File: config.mk
export PLATFORM = sky130hd
export DESIGN_NAME = tccw_out_queue
export DESIGN_NICKNAME = d
export VERILOG_FILES = /design/src/tccw_pkg.sv /design/src/tccw_out_queue.sv
export SDC_FILE = /design/constraint.sdc
export NUM_CORES = 1
export LEC_CHECK = 0
export BUFFER_PORTS_ARGS = -buffer_cell sky130_fd_sc_hd__buf_2
export CAP_MARGIN = 10
export CORE_ASPECT_RATIO = 1.75
export CORE_MARGIN = 4
export CORE_UTILIZATION = 56
export DETAILED_ROUTE_END_ITERATION = 16
export HOLD_SLACK_MARGIN = 0.02
export PLACE_DENSITY = 0.92
export SLEW_MARGIN = 15
export SYNTH_ARGS = -nofsm -noshare
export SYNTH_HDL_FRONTEND = slang
export SYNTH_SLANG_ARGS = --single-unit
File: constraint.sdc
create_clock -name i_clk -period 5.2 [get_ports i_clk]
set_input_delay 0.52 -clock i_clk [delete_from_list [all_inputs] [get_ports i_clk]]
set_output_delay 0.52 -clock i_clk [all_outputs]
set_load 0.02 [all_outputs]
File: src/tccw_pkg.sv
// Shared types and constants for the text console cell writer.
// No dependencies; imported by every module of the block.
`timescale 1ns / 1ps

package tccw_pkg;

    localparam int TEXT_ROWS    = 25;
    localparam int TEXT_COLUMNS = 80;
    localparam int CELL_COUNT   = TEXT_ROWS * TEXT_COLUMNS;

    localparam int ROW_W  = $clog2(TEXT_ROWS + 1);
    localparam int COL_W  = $clog2(TEXT_COLUMNS + 1);
    localparam int ADDR_W = $clog2(CELL_COUNT);

    localparam int ROW_FIELD_W = 5;
    localparam int COL_FIELD_W = 7;
    localparam int LOC_FIELD_W = 11;

    localparam int CFG_IDX_W  = 2;
    localparam int CFG_DATA_W = 4;

    localparam int QUEUE_DEPTH = 2;
    localparam int QCNT_W      = $clog2(QUEUE_DEPTH + 1);

    localparam logic [1:0] OP_PUT   = 2'd0;
    localparam logic [1:0] OP_CLEAR = 2'd1;
    localparam logic [1:0] OP_READ  = 2'd2;

    localparam logic [7:0] CHAR_NEWLINE = 8'h0A;
    localparam logic [7:0] CHAR_RETURN  = 8'h0D;
    localparam logic [7:0] CHAR_SPACE   = 8'h20;

    localparam logic [15:0] BLANK_RESET = 16'h0F20;

    localparam logic [CFG_IDX_W-1:0] CFG_BACKGROUND = 2'd0;
    localparam logic [CFG_IDX_W-1:0] CFG_FOREGROUND = 2'd1;
    localparam logic [CFG_IDX_W-1:0] CFG_CURSOR_EN  = 2'd2;

    typedef logic [2:0] t_cmd_kind;
    localparam t_cmd_kind CMD_NOP     = 3'd0;
    localparam t_cmd_kind CMD_GLYPH   = 3'd1;
    localparam t_cmd_kind CMD_NEWLINE = 3'd2;
    localparam t_cmd_kind CMD_RETURN  = 3'd3;
    localparam t_cmd_kind CMD_CLEAR   = 3'd4;
    localparam t_cmd_kind CMD_READ    = 3'd5;

    typedef struct packed {
        logic [1:0]             operation;
        logic [7:0]             char_code;
        logic                   end_of_string;
        logic [ROW_FIELD_W-1:0] read_row;
        logic [COL_FIELD_W-1:0] read_column;
    } t_in_item;

    typedef struct packed {
        logic [15:0]            cell_data;
        logic [ROW_FIELD_W-1:0] cursor_row;
        logic [COL_FIELD_W-1:0] cursor_column;
        logic [LOC_FIELD_W-1:0] cursor_location;
        logic                   cursor_updated;
        logic                   cursor_hidden;
    } t_out_item;

    typedef struct packed {
        t_cmd_kind              kind;
        logic                   is_put;
        logic                   eos;
        logic [7:0]             glyph;
        logic [ROW_FIELD_W-1:0] rd_row;
        logic [COL_FIELD_W-1:0] rd_col;
        logic                   rd_ok;
    } t_cmd;

    typedef struct packed {
        logic                  we;
        logic [CFG_IDX_W-1:0]  idx;
        logic [CFG_DATA_W-1:0] data;
    } t_cfg_wr;

    typedef struct packed {
        logic init_busy;
    } t_back_status;

endpackage

File: src/tccw_out_queue.sv
// Result queue: two-entry buffer between the back end and the result port.
// Depends on tccw_pkg.
`timescale 1ns / 1ps

module tccw_out_queue (
    input  logic                i_clk,
    input  logic                i_rst_n,
    input  tccw_pkg::t_out_item i_item,
    input  logic                i_push,
    output logic                o_full,
    output tccw_pkg::t_out_item o_item,
    output logic                o_empty,
    input  logic                i_pop
);
    import tccw_pkg::*;

    t_out_item         r_q [QUEUE_DEPTH];
    logic              r_wp;
    logic              r_rp;
    logic [QCNT_W-1:0] r_cnt;
    logic              accept;
    logic              take;

    assign o_full  = (r_cnt == QCNT_W'(QUEUE_DEPTH));
    assign o_empty = (r_cnt == '0);
    assign accept  = i_push && !o_full;
    assign take    = i_pop && !o_empty;
    assign o_item  = r_q[r_rp];

    always_ff @(posedge i_clk) begin
        if (!i_rst_n) begin
            r_wp  <= 1'b0;
            r_rp  <= 1'b0;
            r_cnt <= '0;
        end else begin
            if (accept) begin
                r_wp <= !r_wp;
            end
            if (take) begin
                r_rp <= !r_rp;
            end
            r_cnt <= r_cnt + QCNT_W'(accept) - QCNT_W'(take);
        end
    end

    always_ff @(posedge i_clk) begin
        if (accept) begin
            r_q[r_wp] <= i_item;
        end
    end

endmodule

* Word-level counts from Yosys, hierarchy flattened
Memories as Yosys holds them, arrays and structs flattened. A register that Yosys moved wholly into a read port is not among the register bits. Index checks and enable logic that the tools add are counted. W data, S select, Z words.
Storage, ports and cells: register bits 4, RAM bits 82, bits of input ports 45, output and inout port bits 43, word-level logic and storage cells 18, memories kept 1
Memories:
- r_q | words 2, bits a word 41, read ports 1, clocked after memory_dff 1, write ports 1, line tccw_out_queue.sv:17 | t_out_item r_q [QUEUE_DEPTH];
Operators by class: add/sub/neg operators 2, eq/ne operators 1, mux-type cells 4, reduce and logical (&&, ||, !) cells 7
Operators by type and width (count):
- $logic_not A1 Y1 | 4
- $mux W1 | 4
- $add A2 B1 Y2 | 1
- $eq A2 B2 Y1 const B | 1
- $logic_and A1 B1 Y1 | 2
- $logic_not A2 Y1 | 1
- $sub A2 B1 Y2 | 1

* Depth between registers and ports, before layout
depth in word-level cells 5, depth in mapped cells 8, depth with buffers taken out 8

* Worst setup path before layout
No wires, ideal clock.
kind in2reg, from input port i_push, to memory r_q[0][0] (netlist bit) (enable), setup time 0.439 ns, arrival 2.341 ns, data required time 4.761 ns, slack 2.420 ns, stages 2, path buffers 0, cell sequence nand2_1 -> nor2_1
On the way: longest elaborated chain between the ends 3
Ends and longest elaborated chain:
- start: declaration | line tccw_out_queue.sv:9 | input logic i_push,
- $logic_and A1 B1 Y1 | line tccw_out_queue.sv:26 | assign accept = i_push && !o_full;
- $mux W1 | line tccw_out_queue.sv:47 | if (accept) begin
- $mux W1 (implied by the code) | line tccw_out_queue.sv:48 | r_q[r_wp] <= i_item;
- end: declaration | line tccw_out_queue.sv:17
No other way between the ends.

==> results by group <==
CTS
  • Setup Fix Bufs, Post-CTS: 0
  • # hold bufs at CTS: 0
  • Clock Latency Late Sink: 0.35 ns
  • Sink Count: 87
  • Root Driver: clkbuf_8
  • # H-tree levels: 3
  • Clock Path Buffers: 2
  • Cts bufs inserted: 9
  • # resized after CTS: 0
  • Clock transition at path regs: ~0.08 ns
  • CTS tree: built

Pwr
  • Sw frac: ~31%
  • Psw: around 0.00063 W
  • Internal power: 0.00141 W
  • Clk pwr share: 18.9%
  • Comb pwr share: 33.8%
  • Worst IR Drop VDD: around 0.38 mV
  • LEAKAGE: about 1.6 nW
  • Power density over cell area: 504 mW/mm²
  • Flop pwr share: 47.3%

Layout
  • Nets: 297
  • Fillers: 420
  • Area growth from synthesis to layout: 19.0%
  • Fin util: 68.8%
  • ANT cells: 0
  • Layout cells sized above 1: a little under three fifths
  • Fin cells: 332

Timing
  • Final worst path period need: roughly 2.6 ns
  • Final clock skew: 0.00789 ns
  • Slew Limit Headroom: 36.0%
  • Fmax: 0.384 GHz
  • Tcrit/Tclk final: 50.0%
  • Final Worst Setup Slack: 2.60 ns
  • # setup viols final: 0
  • RSZ-0062 raised after global routing: false
  • Slew Limit Fails: 0
  • Fin. Hold Viols: 0
  • Sum Neg Setup Slack: 0 ns
  • Worst Max-Slew Pin Slew: between 0.9 and 1 ns

Drt
  • Routed wire length per instance: 16.5 µm
  • Initial DRC Count: 46
  • DRC: 0
  • Via Count: 1,632
  • Vias per cell: between 4 and 5
  • DR pass1 iterations: 4
  • Post-Route WL: 5.49 mm
  • Post-DRT Antenna Nets: 0

Worst setup path
  • CP Launch Type: flip-flop
  • Crit end category: primary output
  • CP max FO: 25
  • Crit path arrival time: 2.08 ns
  • Kind of critical path: reg2out
  • Worst path required time: 4.68 ns
  • FF-to-FF Start: r_cnt[0]$_SDFF_PN0_

Floorplan
  • Core area: 0.00588 mm²
  • Die Ht: 111 µm
  • Die ar.: 0.00743 mm²
  • I/O pins: 88
  • Cell Rows: 37
  • Die Wd: 66.9 µm
  • Starting Density: roughly 58%

Synthesis
  • Synth Area in Compound Gates: 0.221%
  • Mean post-synth cell area: 21.9 µm²
  • Cell count after synthesis: 155
  • Post-synthesis mux area share: 18.3%
  • Synth Register Bits: slightly below 90
  • Post-Synth Adder-Cell Area: less than 1%
  • Largest family of logic cells by synthesized area: multiplexers
  • Xor/xnor share of the synthesized area: less than 1%
  • Mapped Area: 0.00340 mm²
  • Synth cell types: 18
  • Syn. warnings: 0
  • Post-synth net total: approximately 200
  • Post-Synth Simple-Gate Area: 1.84%
  • Sequential share of the synthesized area: 75.4%

Global route
  • Grt met2 use: around 29%
  • Vias in the first global route: 1,805
  • GR Util met1: between 10 and 15%
  • Initial antenna violation count: 0
  • GR Overflow Total: 0
  • GRT Total Usage: 15.9%
  • Pin count of the biggest net entering global routing: between 40 and 50
  • GR Util met3: 5.38%
  • Most Crowded Layer GR: met2
  • First-pass GRT wire length: ~8.3 mm

Hold path
  • Hold Path Origin: i_item[0]
  • Hold Path Class: in2reg

Place
  • GPL Wtd Cong: 0.680
  • Placed Cells: 316
  • Post-place setup slack: 2.94 ns
  • Post-DP HPWL: around 3.8 mm
  • Port buffer count: 87

Job
  • Max-Cap Viols: 0

Outcome
  • Status: finished, final reports clean
==> state kept, by name, summed over array words and instances (netlist names), named ones only <==
signal  cells
r_cnt       2
r_rp        1
r_wp        1
r_q        82
==> area by class of cell <==
cell class	instances	area, µm²	share of cell area (%)
sequential	87	2560	63.4
multi-input combinational	60	743	18.4
timing repair buffer	89	470	11.6
clock buffer	13	149	3.68
tap	78	97.6	2.41
inverter	3	11.3	0.278
clock inverter	2	10.0	0.247
==> final timing paths <==
kind / to / depth (start not counted) / slack, ns
worst min-delay path: r_q[1][0]$_DFFE_PP_ / 1 / 0.36
worst min register to register: r_rp$_SDFFE_PN0P_ / 2 / 0.54
worst max register to register: r_q[1][30]$_DFFE_PP_ / 2 / 3.41
worst max-delay path: o_item[40] / 3 / 2.60
==> metrics by stage <==
stage               instance area [µm²]  hold WS, ns  power (W)
finish                             4050        0.361    0.00204
global placement                   3860        0.495    0.00165
CTS                                4020        0.333    0.00206
detailed placement                 3860        0.517    0.00167
global route                       4050        0.332    0.00214
floorplan                          3400        0.455    0.00152
==> synthesized netlist by cell type, drive strengths merged <==
master	instances	area share [%]
and2	2	0.37
and3	1	0.18
buf	5	2.7
dfxtp	5	2.9
edfxtp	82	72
ha	2	0.74
inv	3	0.33
mux2	41	18
mux2i	1	0.29
nand2	2	0.22
nand2b	2	0.37
nor2	5	0.55
nor3	1	0.15
o21a	1	0.22
xnor2	1	0.26
xor2	1	0.26
==> cells in the final DEF, fill, tap and decap left out, drive strengths merged <==
cell,instances
buf,89
edfxtp,82
mux2,41
clkbuf,13
nor2,5
dfxtp,5
inv,3
nand2b,2
nand2,2
and2,2
ha,2
clkinv,2
o21a,1
xnor2,1
and3,1
mux2i,1
xor2,1
nor3,1
==> logic make-up (layout without fill, tap and decap cells) <==
logic type | after synthesis | after routing
muxes | 42 | 42
DFF | 87 | 87
buffers and inverters | 8 | 107
AOI/OAI and AO/OA | 1 | 1
and+or+nand+nor | 13 | 13
adders and majority gates | 2 | 2
xor gates and xnor gates | 2 | 2
==> critical path, stage by stage, from the launching register on <==
cell and delay, ns:
dfxtp_2 0.68, buf_4 0.51, mux2_2 0.38, buf_2 0.16
==> per-layer routing <==
metal  vias to the layer above  share of wire [%]
met5                         -                  0
met4                         0                2.3
met3                        10                5.9
met2                        52                 57
met1                       788                 35
li1                        782                  -
==> power groups by stage <==
stage          logic (W)  registers (W)  clock network (W)
5_1_grt         0.000732       0.000978           0.000431
3_3_place_gp    0.000671       0.000976                  0
3_5_place_dp    0.000684       0.000984                  0
2_1_floorplan   0.000573       0.000949                  0
6_report        0.000688       0.000965           0.000385
4_1_cts         0.000685       0.000969           0.000403
Note: power is estimated with default switching activity, not from simulation.
