$ cat src/tccw_pkg.sv
// Shared types and constants for the text console cell writer.
// No dependencies; imported by every module of the block.
`timescale 1ns / 1ps

package tccw_pkg;

    localparam int TEXT_ROWS    = 25;
    localparam int TEXT_COLUMNS = 80;
    localparam int CELL_COUNT   = TEXT_ROWS * TEXT_COLUMNS;

    localparam int ROW_W  = $clog2(TEXT_ROWS + 1);
    localparam int COL_W  = $clog2(TEXT_COLUMNS + 1);
    localparam int ADDR_W = $clog2(CELL_COUNT);

    localparam int ROW_FIELD_W = 5;
    localparam int COL_FIELD_W = 7;
    localparam int LOC_FIELD_W = 11;

    localparam int CFG_IDX_W  = 2;
    localparam int CFG_DATA_W = 4;

    localparam int QUEUE_DEPTH = 2;
    localparam int QCNT_W      = $clog2(QUEUE_DEPTH + 1);

    localparam logic [1:0] OP_PUT   = 2'd0;
    localparam logic [1:0] OP_CLEAR = 2'd1;
    localparam logic [1:0] OP_READ  = 2'd2;

    localparam logic [7:0] CHAR_NEWLINE = 8'h0A;
    localparam logic [7:0] CHAR_RETURN  = 8'h0D;
    localparam logic [7:0] CHAR_SPACE   = 8'h20;

    localparam logic [15:0] BLANK_RESET = 16'h0F20;

    localparam logic [CFG_IDX_W-1:0] CFG_BACKGROUND = 2'd0;
    localparam logic [CFG_IDX_W-1:0] CFG_FOREGROUND = 2'd1;
    localparam logic [CFG_IDX_W-1:0] CFG_CURSOR_EN  = 2'd2;

    typedef logic [2:0] t_cmd_kind;
    localparam t_cmd_kind CMD_NOP     = 3'd0;
    localparam t_cmd_kind CMD_GLYPH   = 3'd1;
    localparam t_cmd_kind CMD_NEWLINE = 3'd2;
    localparam t_cmd_kind CMD_RETURN  = 3'd3;
    localparam t_cmd_kind CMD_CLEAR   = 3'd4;
    localparam t_cmd_kind CMD_READ    = 3'd5;

    typedef struct packed {
        logic [1:0]             operation;
        logic [7:0]             char_code;
        logic                   end_of_string;
        logic [ROW_FIELD_W-1:0] read_row;
        logic [COL_FIELD_W-1:0] read_column;
    } t_in_item;

    typedef struct packed {
        logic [15:0]            cell_data;
        logic [ROW_FIELD_W-1:0] cursor_row;
        logic [COL_FIELD_W-1:0] cursor_column;
        logic [LOC_FIELD_W-1:0] cursor_location;
        logic                   cursor_updated;
        logic                   cursor_hidden;
    } t_out_item;

    typedef struct packed {
        t_cmd_kind              kind;
        logic                   is_put;
        logic                   eos;
        logic [7:0]             glyph;
        logic [ROW_FIELD_W-1:0] rd_row;
        logic [COL_FIELD_W-1:0] rd_col;
        logic                   rd_ok;
    } t_cmd;

    typedef struct packed {
        logic                  we;
        logic [CFG_IDX_W-1:0]  idx;
        logic [CFG_DATA_W-1:0] data;
    } t_cfg_wr;

    typedef struct packed {
        logic init_busy;
    } t_back_status;

endpackage

$ cat src/tccw_front.sv
// Front end: accepts input requests, decodes them into commands and
// holds them in a short command queue. Depends on tccw_pkg.
`timescale 1ns / 1ps

module tccw_front (
    input  logic                   i_clk,
    input  logic                   i_rst_n,
    input  tccw_pkg::t_in_item     i_item,
    input  logic                   i_push,
    output logic                   o_full,
    input  tccw_pkg::t_back_status i_status,
    output tccw_pkg::t_cmd         o_cmd,
    output logic                   o_cmd_valid,
    input  logic                   i_cmd_pop
);
    import tccw_pkg::*;

    t_cmd              r_q [QUEUE_DEPTH];
    logic              r_wp, n_wp;
    logic              r_rp, n_rp;
    logic [QCNT_W-1:0] r_cnt, n_cnt;
    t_cmd              dec;
    logic              accept;
    logic              take;

    always_comb begin
        dec        = '0;
        dec.is_put = (i_item.operation == OP_PUT);
        dec.eos    = i_item.end_of_string;
        dec.glyph  = i_item.char_code;
        dec.rd_row = i_item.read_row;
        dec.rd_col = i_item.read_column;
        dec.rd_ok  = (i_item.read_row < ROW_FIELD_W'(TEXT_ROWS)) &&
                     (i_item.read_column < COL_FIELD_W'(TEXT_COLUMNS));
        unique case (i_item.operation)
            OP_PUT: begin
                if (i_item.char_code == CHAR_NEWLINE) begin
                    dec.kind = CMD_NEWLINE;
                end else if (i_item.char_code == CHAR_RETURN) begin
                    dec.kind = CMD_RETURN;
                end else begin
                    dec.kind = CMD_GLYPH;
                end
            end
            OP_CLEAR: dec.kind = CMD_CLEAR;
            OP_READ:  dec.kind = CMD_READ;
            default:  dec.kind = CMD_NOP;
        endcase
    end

    assign o_full      = (r_cnt == QCNT_W'(QUEUE_DEPTH)) || i_status.init_busy;
    assign accept      = i_push && !o_full;
    assign o_cmd_valid = (r_cnt != '0);
    assign take        = i_cmd_pop && o_cmd_valid;
    assign o_cmd       = r_q[r_rp];

    always_comb begin
        n_wp  = accept ? !r_wp : r_wp;
        n_rp  = take ? !r_rp : r_rp;
        n_cnt = r_cnt + QCNT_W'(accept) - QCNT_W'(take);
    end

    always_ff @(posedge i_clk) begin
        if (!i_rst_n) begin
            r_wp  <= 1'b0;
            r_rp  <= 1'b0;
            r_cnt <= '0;
        end else begin
            r_wp  <= n_wp;
            r_rp  <= n_rp;
            r_cnt <= n_cnt;
        end
    end

    always_ff @(posedge i_clk) begin
        if (accept) begin
            r_q[r_wp] <= dec;
        end
    end

endmodule

$ cat config.mk
export PLATFORM = sky130hd
export DESIGN_NAME = tccw_front
export DESIGN_NICKNAME = d
export VERILOG_FILES = /design/src/tccw_pkg.sv /design/src/tccw_front.sv
export SDC_FILE = /design/constraint.sdc
export NUM_CORES = 1
export LEC_CHECK = 0
export CELL_PAD_IN_SITES_DETAIL_PLACEMENT = 0
export CELL_PAD_IN_SITES_GLOBAL_PLACEMENT = 1
export CORE_UTILIZATION = 40
export CTS_BUF_LIST = sky130_fd_sc_hd__clkbuf_2 sky130_fd_sc_hd__clkbuf_4 sky130_fd_sc_hd__clkbuf_8
export CTS_CLUSTER_DIAMETER = 80
export DETAILED_ROUTE_END_ITERATION = 16
export DONT_BUFFER_PORTS = 1
export GPL_TIMING_DRIVEN = 0
export PLACE_DENSITY = 0.63
export SETUP_SLACK_MARGIN = 0.5
export SLEW_MARGIN = 20
export SYNTH_ARGS = -nofsm -noshare
export SYNTH_HDL_FRONTEND = slang
export SYNTH_SLANG_ARGS = --single-unit
$ cat constraint.sdc
create_clock -name i_clk -period 3.37 [get_ports i_clk]
set_clock_uncertainty 0.2 [all_clocks]
set_input_delay 0.674 -clock i_clk [delete_from_list [all_inputs] [get_ports i_clk]]
set_output_delay 0.674 -clock i_clk [all_outputs]
set_load 0.01 [all_outputs]
Word level (Yosys, flattened, before mapping)
Memory sizes are Yosys's and may differ from the RTL's. A register that Yosys moved wholly into a read port is not among the register bits.
Cells that the tools add are included.
{"block": "word_totals", "regBits": 4, "ram_bits": 52, "in_bits": 28, "out_inout_bits": 28, "word_cells": 29, "mem_count": 1}
{"block": "classes", "addsub": 2, "magnitude_cmp": 2, "eq_ne": 5, "n_mux": 7, "n_reduce_logical": 9}
{"memory": "r_q", "words": 2, "word_bits": 26, "rd": 1, "rd_clocked_by_memory_dff": 1, "write_ports": 1, "line_no": "tccw_front.sv:18", "source": "t_cmd r_q [QUEUE_DEPTH];"}
{"cell": "$eq 8x4->1 const B", "count": 2}
{"cell": "$pmux 3 s3", "count": 1}
{"cell": "$lt 7x7->1 const B", "count": 1}
{"cell": "$lt 5x5->1 const B", "count": 1}
{"cell": "$eq 2x2->1 const B", "count": 2}
{"cell": "$mux 1", "count": 4}
{"cell": "$mux 2", "count": 2}
{"cell": "$logic_and 1x1->1", "count": 3}
{"cell": "$logic_not 1->1", "count": 3}
{"cell": "$add 2x1->2", "count": 1}
{"cell": "$eq 2x1->1 const B", "count": 1}
{"cell": "$logic_not 2->1", "count": 1}
{"cell": "$reduce_bool 2->1", "count": 1}
{"cell": "$sub 2x1->2", "count": 1}
{"cell": "$logic_or 1x1->1", "count": 1}

Depth between registers and ports, before layout
{"block": "logic_depth", "ltp_word": 6, "depth_mapped": 9, "mapped_depth_nobuf": 8}

Worst setup path after synthesis
Ideal clock, no wire load.
{"block": "synth_path", "path_kind": "input port to flip-flop", "start": "in i_status", "end": "mem r_q[0][0] in the netlist's numbering, enable pin", "setup_ps": 409, "arrival_time_ps": 2290, "required_time_ps": 2761, "path_slack_ps": 471, "path_stages": 3, "n_path_buf": 1, "path_cell_list": "or3b_1 -> buf_2 -> nor2_1"}
{"block": "synth_between", "elab_chain_cells": 5}
{"element": "start: declaration", "line_no": "tccw_front.sv:11", "source": "input tccw_pkg::t_back_status i_status,"}
{"element": "$logic_or 1x1->1", "line_no": "tccw_front.sv:51", "source": "assign o_full = (r_cnt == QCNT_W'(QUEUE_DEPTH)) || i_status.init_busy;"}
{"element": "$logic_not 1->1", "line_no": "tccw_front.sv:52", "source": "assign accept = i_push && !o_full;"}
{"element": "$logic_and 1x1->1", "line_no": "tccw_front.sv:52"}
{"element": "$mux 1", "line_no": "tccw_front.sv:76", "source": "if (accept) begin"}
{"element": "$mux 1 (implied by the code)", "line_no": "tccw_front.sv:77", "source": "r_q[r_wp] <= dec;"}
{"element": "end: declaration", "line_no": "tccw_front.sv:18"}
No other way between the ends.

==> flow_summary.json <==
{
  "maxCapViolCount": 0,
  "startpoint_type": "flip-flop",
  "cts_tree": "done",
  "finalPower_mw": 1.85,
  "core-area_sq_um": 5240,
  "clk_latency_ps": 310,
  "p_int_mw": 1.38,
  "syn_to_final_growth_pct": 13.1,
  "overflow": 0,
  "start_util_pct": 42.8,
  "post_cts_buffers": 0,
  "totalWireLength_mm": 3.48,
  "cts_buffers": 9,
  "vias": 1025,
  "antenna_cells_inserted": 0,
  "die_w_microns": 76.9,
  "die_area_sq_um": 5910,
  "period_minus_slack_ps": 2390,
  "timing.hold.worst.class": "in2reg",
  "reg2reg_depth": 9,
  "slowest_stage": "mux2_2",
  "cp-end-kind": "output pin",
  "path_buf_inv": 2,
  "hold_viol": 0,
  "drc": 0,
  "ys_warn_count": 0,
  "worstSetupPathType": "reg2out",
  "dp_hpwl_mm": 2.36,
  "clock_sink_count": 57,
  "clkPwrFrac_pct": 32.4,
  "crit_arrival_ps": 1510,
  "htree_levels": 3,
  "ant_nets": 0,
  "max-slew-margin-rel_pct": 48.2,
  "fin_area_sq_um": 2530,
  "nets": 169,
  "clk_pin_slew_ps": 60,
  "finalWorstSetupSlack_ps": 982,
  "crit_cells": 3,
  "fill_cells": 460,
  "rsz0062_at_grt": "false",
  "final_util_pct": 48.4,
  "syn_area_per_cell_sq_um": 17.8,
  "drtIter0Drc": 28,
  "switching_power_mw": 0.469,
  "place_inst": 196,
  "firstDrtPassIters": 4,
  "grt_max_degree": 27,
  "io_buffers": 0,
  "grt.total_usage_pct": 12.9,
  "power.leakage_nw": 0.867,
  "crit_top_cell": "buf_2",
  "crit_chain": "buf_2 > buf_2 > mux2_2",
  "wl_per_cell_microns": 16.4,
  "dp_slack_ps": 893,
  "ir_drop_mv": 0.349,
  "regArea_sq_um": 1660,
  "postCtsHoldBufs": 0,
  "crit_fanout": 10,
  "critPathMaxStageDelay_ps": 410,
  "pwr-share-seq_pct": 47.6,
  "ys_seq_area_share_pct": 74.1,
  "syn-cell-area_sq_um": 2240,
  "maxSlewViolCount": 0,
  "worstMarginPinSlew_ps": 776,
  "cts_root_buf": "clkbuf_8",
  "gp_congestion": 0.737,
  "comb_power_share_pct": 20.0,
  "multi_input_area_sq_um": 552,
  "clockBufferDepth": 2,
  "syn_nets": 158,
  "path_delay_family": "buffers and inverters",
  "ioPinCount": 56,
  "cp.required_ps": 2500,
  "place_area_sq_um": 2340,
  "floorplan.rows": 26,
  "status": "complete, no violations",
  "whs_path_depth": 0,
  "grt_pass1_wl_mm": 5.49,
  "fmax_ghz": 0.419,
  "setup_viol": 0,
  "ys_ff_latch": 57,
  "fin_cells": 212,
  "period_share_pct": 70.9,
  "swShare_pct": 25.4,
  "dieHeight_microns": 76.9,
  "drive_above_1_share_pct": 36.6,
  "yosysUniqueCellTypes": 25,
  "cts-resized-gates": 0,
  "viasPerCell": 4.83,
  "antenna_found_initial": 0,
  "grt_pass1_vias": 1098,
  "synth_cells": 126,
  "powerDensity_nw_per_um2": 729
}
==> final cells by class <==
class / count / area share [%]
plain buffers: 4 / 0.790
clock buffers: 12 / 5.78
clock inverters: 4 / 1.73
well taps: 70 / 3.46
inverters: 6 / 0.889
multi-input cells: 59 / 21.8
flip-flops and latches: 57 / 65.6
==> kinds of logic after synthesis <==
family          synth area share (%)
compound gates                  2.23
mux                             13.5
flops                           74.1
buf+inv                         1.90
xor+xnor                       0.782
simple gates                    5.19
fa+ha+maj                       2.23
==> layout by cell type (no fill, tap or decap) <==
cell        n
edfxtp_1   52
mux2_2     26
clkbuf_8    9
inv_1       6
dfxtp_1     5
buf_2       4
nor2_1      4
ha_1        4
nand2_1     3
clkbuf_4    3
or2_2       2
or3b_1      2
and2_1      2
nor2_4      2
clkinv_2    2
o21a_1      1
nor2b_4     1
o311ai_0    1
o21ai_0     1
nand3b_1    1
nor4_1      1
a2111oi_2   1
a21oi_1     1
o31a_1      1
xnor2_1     1
mux2i_1     1
xor2_1      1
and2_2      1
nor3_1      1
bufinv_16   1
clkinv_1    1
==> power by group through the flow <==
stage	Combinational (mW)	Sequential, mW	Clock [mW]
after global routing	0.403	0.886	0.650
final	0.369	0.878	0.598
after global placement	0.367	0.892	0
after CTS	0.385	0.880	0.616
after detailed placement	0.383	0.895	0
after floorplan	0.314	0.887	0
==> flip-flops by register name, summed over array words and instances, names as in the netlist, named ones only <==
signal	cells
r_cnt	2
r_q	52
r_rp	1
r_wp	1
==> path summary, 6_finish.rpt <==
check        slack [ps]          to       from
min                 250  r_q[0][10]  i_item[9]
max reg2reg        1130    r_cnt[1]   r_cnt[1]
max                 980   o_cmd[22]  flip-flop
min reg2reg         310        r_wp       r_wp
==> cells in the mapped netlist <==
library cell  count  area, sq um
a2111oi_2         1         15.0
a21oi_1           1         5.00
and2_1            2         12.5
and2_2            1         7.51
buf_2             4         20.0
dfxtp_1           5          100
edfxtp_1         52         1560
ha_1              4         50.1
inv_1             6         22.5
mux2_2           26          293
mux2i_1           1         10.0
nand2_1           3         11.3
nand3b_1          1         7.51
nor2_1            6         22.5
nor2b_4           1         13.8
nor3_1            1         5.00
nor4_1            1         6.26
o21a_1            1         7.51
o21ai_0           1         5.00
o311ai_0          1         8.76
o31a_1            1         8.76
or2_2             2         12.5
or3b_1            2         17.5
xnor2_1           1         8.76
xor2_1            1         8.76
==> routing by layer <==
layer / part of all wire, % / track usage (%) / routed length, microns / vias up
met1: 38 / 12.7 / 1320 / 495
met2: 52 / 21.5 / 1820 / 30
met3: 8.4 / 6.43 / 291 / 5
li1: - / - / - / 495
met5: 0 / 0 / 0 / -
met4: 1.3 / 8.08 / 45 / 0
==> through the flow <==
stage | setup TNS [ps] | hold slack [ps]
after floorplan | 0 | 251
after global routing | 0 | 224
final | 0 | 250
after global placement | -6160 | 261
after CTS | 0 | 234
after detailed placement | 0 | 305
(Power assumes the default switching activity.)
